**config.mk**
```make
export PLATFORM = sky130hd
export DESIGN_NAME = ofss_mac
export DESIGN_NICKNAME = d
export VERILOG_FILES = /design/src/hw/rtl/outward_fractional_shift_splat_defines.svh /design/src/hw/rtl/ofss_pkg.sv /design/src/hw/rtl/ofss_mac.sv
export SDC_FILE = /design/constraint.sdc
export NUM_CORES = 2
export LEC_CHECK = 0
export ABC_AREA = 0
export BUFFER_PORTS_ARGS = -buffer_cell sky130_fd_sc_hd__buf_2
export CAP_MARGIN = 0
export CELL_PAD_IN_SITES_DETAIL_PLACEMENT = 1
export CELL_PAD_IN_SITES_GLOBAL_PLACEMENT = 1
export CORE_ASPECT_RATIO = 1.5
export CORE_UTILIZATION = 43
export CTS_BUF_LIST = sky130_fd_sc_hd__clkbuf_8
export DETAILED_ROUTE_END_ITERATION = 6
export PLACE_DENSITY = 0.79
export SETUP_SLACK_MARGIN = 0.2
export SLEW_MARGIN = 20
export SYNTH_ARGS = -nofsm -noshare
export SYNTH_HDL_FRONTEND = slang
export SYNTH_SLANG_ARGS = --single-unit
export TNS_END_PERCENT = 10
```
**constraint.sdc**
```tcl
create_clock -name clk -period 20.8 [get_ports clk]
set_input_delay 2.08 -clock clk [delete_from_list [all_inputs] [get_ports clk]]
set_output_delay 2.08 -clock clk [all_outputs]
set_load 0.05 [all_outputs]
```
**src/hw/rtl/outward_fractional_shift_splat_defines.svh**
```systemverilog
// ----------------------------------------------------------------------------
// outward_fractional_shift_splat_defines.svh
// Assertion macros shared by the splat block. Clock is clk, reset is rst_n.
// ----------------------------------------------------------------------------
`ifndef OUTWARD_FRACTIONAL_SHIFT_SPLAT_DEFINES_SVH
`define OUTWARD_FRACTIONAL_SHIFT_SPLAT_DEFINES_SVH

// same-cycle implication
`define OFSS_ASSERT_IMPL(lbl, ante, cons, msg) \
  lbl: assert property (@(posedge clk) disable iff (!rst_n) (ante) |-> (cons)) else $error(msg);

// next-cycle implication
`define OFSS_ASSERT_NEXT(lbl, ante, cons, msg) \
  lbl: assert property (@(posedge clk) disable iff (!rst_n) (ante) |=> (cons)) else $error(msg);

`endif

```
**src/hw/rtl/ofss_pkg.sv**
```systemverilog
`timescale 1ns / 1ps
// ----------------------------------------------------------------------------
// ofss_pkg
// Widths, codes, pixel type and helpers for the outward shift splat block.
// ----------------------------------------------------------------------------
package ofss_pkg;

  localparam int STRIP_PIXELS_DEF = 256;

  localparam int IDX_W      = 8;
  localparam int COLOUR_W   = 16;
  localparam int SHIFT_W    = 16;
  localparam int GAIN_W     = 17;
  localparam int CFG_DATA_W = 17;
  localparam int CFG_IDX_W  = 1;
  localparam int FRAC_W     = 8;
  localparam int TGT_W      = 18;  // signed Q10.8 target position
  localparam int LOWER_W    = 10;  // signed floor of the target
  localparam int WEIGHT_W   = 25;  // Q24 weight, up to exactly 1.0
  localparam int WFULL_W    = GAIN_W + FRAC_W + 1;
  localparam int PROD_W     = COLOUR_W + WEIGHT_W;
  localparam int WFRAC_W    = 24;

  localparam logic [GAIN_W-1:0] GAIN_ONE   = 17'h10000;
  localparam logic [PROD_W-1:0] ROUND_HALF = 41'h0000_0800000;
  localparam logic [FRAC_W:0]   ONE_PIXEL  = 9'h100;

  typedef enum logic [CFG_IDX_W-1:0] {
    REG_SHIFT = 1'b0,
    REG_GAIN  = 1'b1
  } reg_idx_t;

  typedef enum logic {
    OP_SPLAT = 1'b0,
    OP_READ  = 1'b1
  } op_t;

  typedef struct packed {
    logic [COLOUR_W-1:0] red;
    logic [COLOUR_W-1:0] green;
    logic [COLOUR_W-1:0] blue;
  } rgb_t;

  function automatic logic [COLOUR_W-1:0] sat_add(input logic [COLOUR_W-1:0] a,
                                                  input logic [COLOUR_W-1:0] b);
    logic [COLOUR_W:0] s;
    s = {1'b0, a} + {1'b0, b};
    return s[COLOUR_W] ? {COLOUR_W{1'b1}} : s[COLOUR_W-1:0];
  endfunction

  function automatic rgb_t rgb_sat_add(input rgb_t a, input rgb_t b);
    rgb_t r;
    r.red   = sat_add(a.red, b.red);
    r.green = sat_add(a.green, b.green);
    r.blue  = sat_add(a.blue, b.blue);
    return r;
  endfunction

endpackage

```
**src/hw/rtl/ofss_mac.sv**
```systemverilog
`timescale 1ns / 1ps
// ----------------------------------------------------------------------------
// ofss_mac
// Weights one pixel: each colour times a Q24 weight, rounded half up, registered.
// ----------------------------------------------------------------------------
module ofss_mac (
  input  logic                                  clk,
  input  ofss_pkg::rgb_t                        colour,
  input  logic [ofss_pkg::WEIGHT_W-1:0]         weight,
  output ofss_pkg::rgb_t                        part
);

  localparam int LSB = ofss_pkg::WFRAC_W;
  localparam int MSB = ofss_pkg::WFRAC_W + ofss_pkg::COLOUR_W - 1;

  logic [ofss_pkg::PROD_W-1:0] w_ext;
  logic [ofss_pkg::PROD_W-1:0] prod_red, prod_green, prod_blue;
  ofss_pkg::rgb_t              part_r;

  assign w_ext = ofss_pkg::PROD_W'(weight);

  // product never exceeds 65535.5 after rounding, so the top bit stays clear
  assign prod_red   = ofss_pkg::PROD_W'(colour.red)   * w_ext + ofss_pkg::ROUND_HALF;
  assign prod_green = ofss_pkg::PROD_W'(colour.green) * w_ext + ofss_pkg::ROUND_HALF;
  assign prod_blue  = ofss_pkg::PROD_W'(colour.blue)  * w_ext + ofss_pkg::ROUND_HALF;

  always_ff @(posedge clk) begin
    part_r.red   <= prod_red[MSB:LSB];
    part_r.green <= prod_green[MSB:LSB];
    part_r.blue  <= prod_blue[MSB:LSB];
  end

  assign part = part_r;

endmodule

```
==> run_results.csv <==
group,metric,value,unit
status,outcome,"finished with violations",
status,violations,"DRC",
critical_path,max_stage_delay,0.65,ns
placed_design,dp_hpwl,83.6,mm
clock_tree,cts_resized,0,
final_layout,largest_register_ffs,48,
sta,drv_slew,0,
sta,hold_ws,2.38,ns
route,avgViaCountPerCell,5.22,
clock_tree,cts_buffer_depth,2,
clock_tree,post-cts-setup-buffer-count,0,
yosys,yosysWarnings,0,
critical_path,cp-start-kind,"primary input",
die,rows,134,
critical_path,end_kind,"register",
global_route,gr-usage-met3,1.73,%
route,drc,20,
clock_tree,numCtsBuffers,5,
critical_path,required,21.10,ns
global_route,grtUsageMet2,49.3,%
min_path,min-delay-path-class,"in -> reg",
yosys,syn_inst,4426,
route,via_count,28800,
placed_design,pre_cts_ws,11.61,ns
critical_path,crit_type,"in -> reg",
final_layout,drive_gt1_share,3.74,%
sta,min_period,8.65,ns
yosys,ys.flop_type,"dfxtp_1",
route,wl_per_cell,19.7,um
clock_tree,cts_tree,"built",
final_layout,final_common_cell,"inv_1",
final_layout,syn_to_final_growth,3.89,%
yosys,synth-edff-count,0,
yosys,ys_seq_area_share,2.48,%
clock_tree,root_buffer,"clkbuf_8",
placed_design,routabilityCongestion,0.879,
yosys,synth_cell_types,55,
global_route,grt_usage,25.3,%
sta,finalCritPeriodShare,41.6,%
yosys,syn_nets,5835,
yosys,synth.avg_cell_area,8.74,um2
clock_tree,clock_sink_count,48,
yosys,ys_seq_elements,48,
global_route,grtUsageMet1,27.6,%
critical_path,crit_fanout,48,
route,wirelength,109,mm
critical_path,cp_common_cell,"fa_1",
sta,worst_pin_slew,0.937,ns
clock_tree,path_clk_slew,0.14,ns
global_route,grt_pass1_wl,178,mm
final_layout,nets,5763,
global_route,grt_pass1_vias,34400,
yosys,async_flop_share,0,%
sta,rsz0062_at_grt,"no",
die,ioPinCount,122,
sta,setup_violations,0,
clock_tree,cts_hold_buf,0,
global_route,antenna_found_initial,7,
global_route,grt_max_degree,49,
critical_path,crit_slowest_cell,"a2111oi_0",
route,drtAntennaViolNets,0,
flow_run,drv_cap,0,
clock_tree,htreeDepth,2,
route,drt_iter0_drc,1045,
die,die_x,247,um
sta,finalWorstSetupSlack,12.15,ns
global_route,grt_overflow,0,
critical_path,cp.arrival,8.95,ns
die,start_util,43.5,%
yosys,syn_area,38700,um2
sta,clock.fmax,116,MHz
sta,fin_setup_tns,0,ns
critical_path,crit_chain,"buf_2 -> buf_4 -> nand2_1 -> fa_1 -> inv_1 -> fa_1 -> inv_1 -> fa_1 -> inv_1 -> fa_1 -> fa_1 -> inv_1 -> fa_1 -> inv_1 -> ha_1 -> a21o_1 -> a21o_1 -> a2111oi_0 -> o21ai_0 -> nand2_1 -> o31ai_1 -> a31oi_1 -> mux2i_1 -> o2111ai_1",
final_layout,final_cell_mix,"1,194 x inv_1, 954 x fa_1, 704 x nand2_1",
die,die_area,91200,um2
sta,final_hold_viol_count,0,
sta,slew_headroom,37.0,%
global_route,grt_most_used_layer,"met2",
die,core_area,89000,um2
die,dieHeight,369,um
placed_design,port_buffers,121,
route,drtPass1Iterations,7,
-- critical path: cells and delay by family --
family          cells  cell delay, ns
buf+inv             7            0.87
compound gates      7            2.01
simple gates        2            0.29
fa+ha+maj           7            3.42
mux                 1            0.24
-- worst paths after layout --
| path | start | end | slack, ns | depth (start not counted) |
|---|---|---|---|---|
| min | weight[24] | part[15] | 2.38 | 5 |
| max | weight[21] | part[44] | 12.15 | 24 |
-- cells by family after synthesis --
kind of cell	share of synthesized area, %
compound gates	3.70
mux	0.0518
flops	2.48
buf+inv	13.8
simple gates	17.0
xor+xnor	1.34
fa+ha+maj	61.7
-- area by class of cell --
type	instances	area [um2]
Timing Repair Buffer	147	801
Clock inverter	2	17.5
Tap cell	1156	1450
Sequential cell	48	961
Inverter	1194	4480
Clock buffer	6	82.6
Fill cell	10600	48800
Antenna cell	3	7.51
Multi-Input combinational cell	2958	32400
-- cell usage after synthesis (all sizes together) (2+ instances only) --
master	instances	area [um2]
a211oi	6	50.1
nor3	11	55.1
nand3	23	115
or3	2	12.5
a31oi	6	37.5
and2	515	3220
a21oi	58	294
o2111ai	4	35.0
nor2	29	109
and3	9	56.3
o21bai	5	37.5
nand3b	2	15.0
nor3b	2	15.0
mux2i	2	20.0
o311ai	2	17.5
o21a	10	75.1
fa	954	19100
dfxtp	48	961
nor2b	19	119
ha	381	4770
o31ai	3	22.5
a21o	45	338
o21ai	41	205
inv	1194	4480
nand4	16	100
o211ai	10	85.1
xnor2	41	359
nand2	704	2640
a221oi	2	17.5
a221o	2	20.0
nand2b	10	62.6
xor2	18	158
a21boi	3	22.5
a2111oi	6	52.6
a41oi	3	33.8
clkbuf	226	848
-- metrics by stage --
step / cell area (um2) / util [%] / instances
floorplan: 38700 / - / 4426
global placement: 40100 / 45.0 / 5503
detailed placement: 40100 / 45.0 / 5503
CTS: 40200 / 45.1 / 5511
global route: 40200 / 45.1 / 5513
finish: 40200 / 45.1 / 5514
-- per-layer routing --
metal  routed length, um  vias up
met2               61600      620
li1                    -    12500
met5                  40        -
met1               39400    15400
met3                3130      259
met4                4670        6
Power is left out: the tool's default activity adds up to more than one toggle a clock period on the data nets, which glitch-free logic cannot reach.
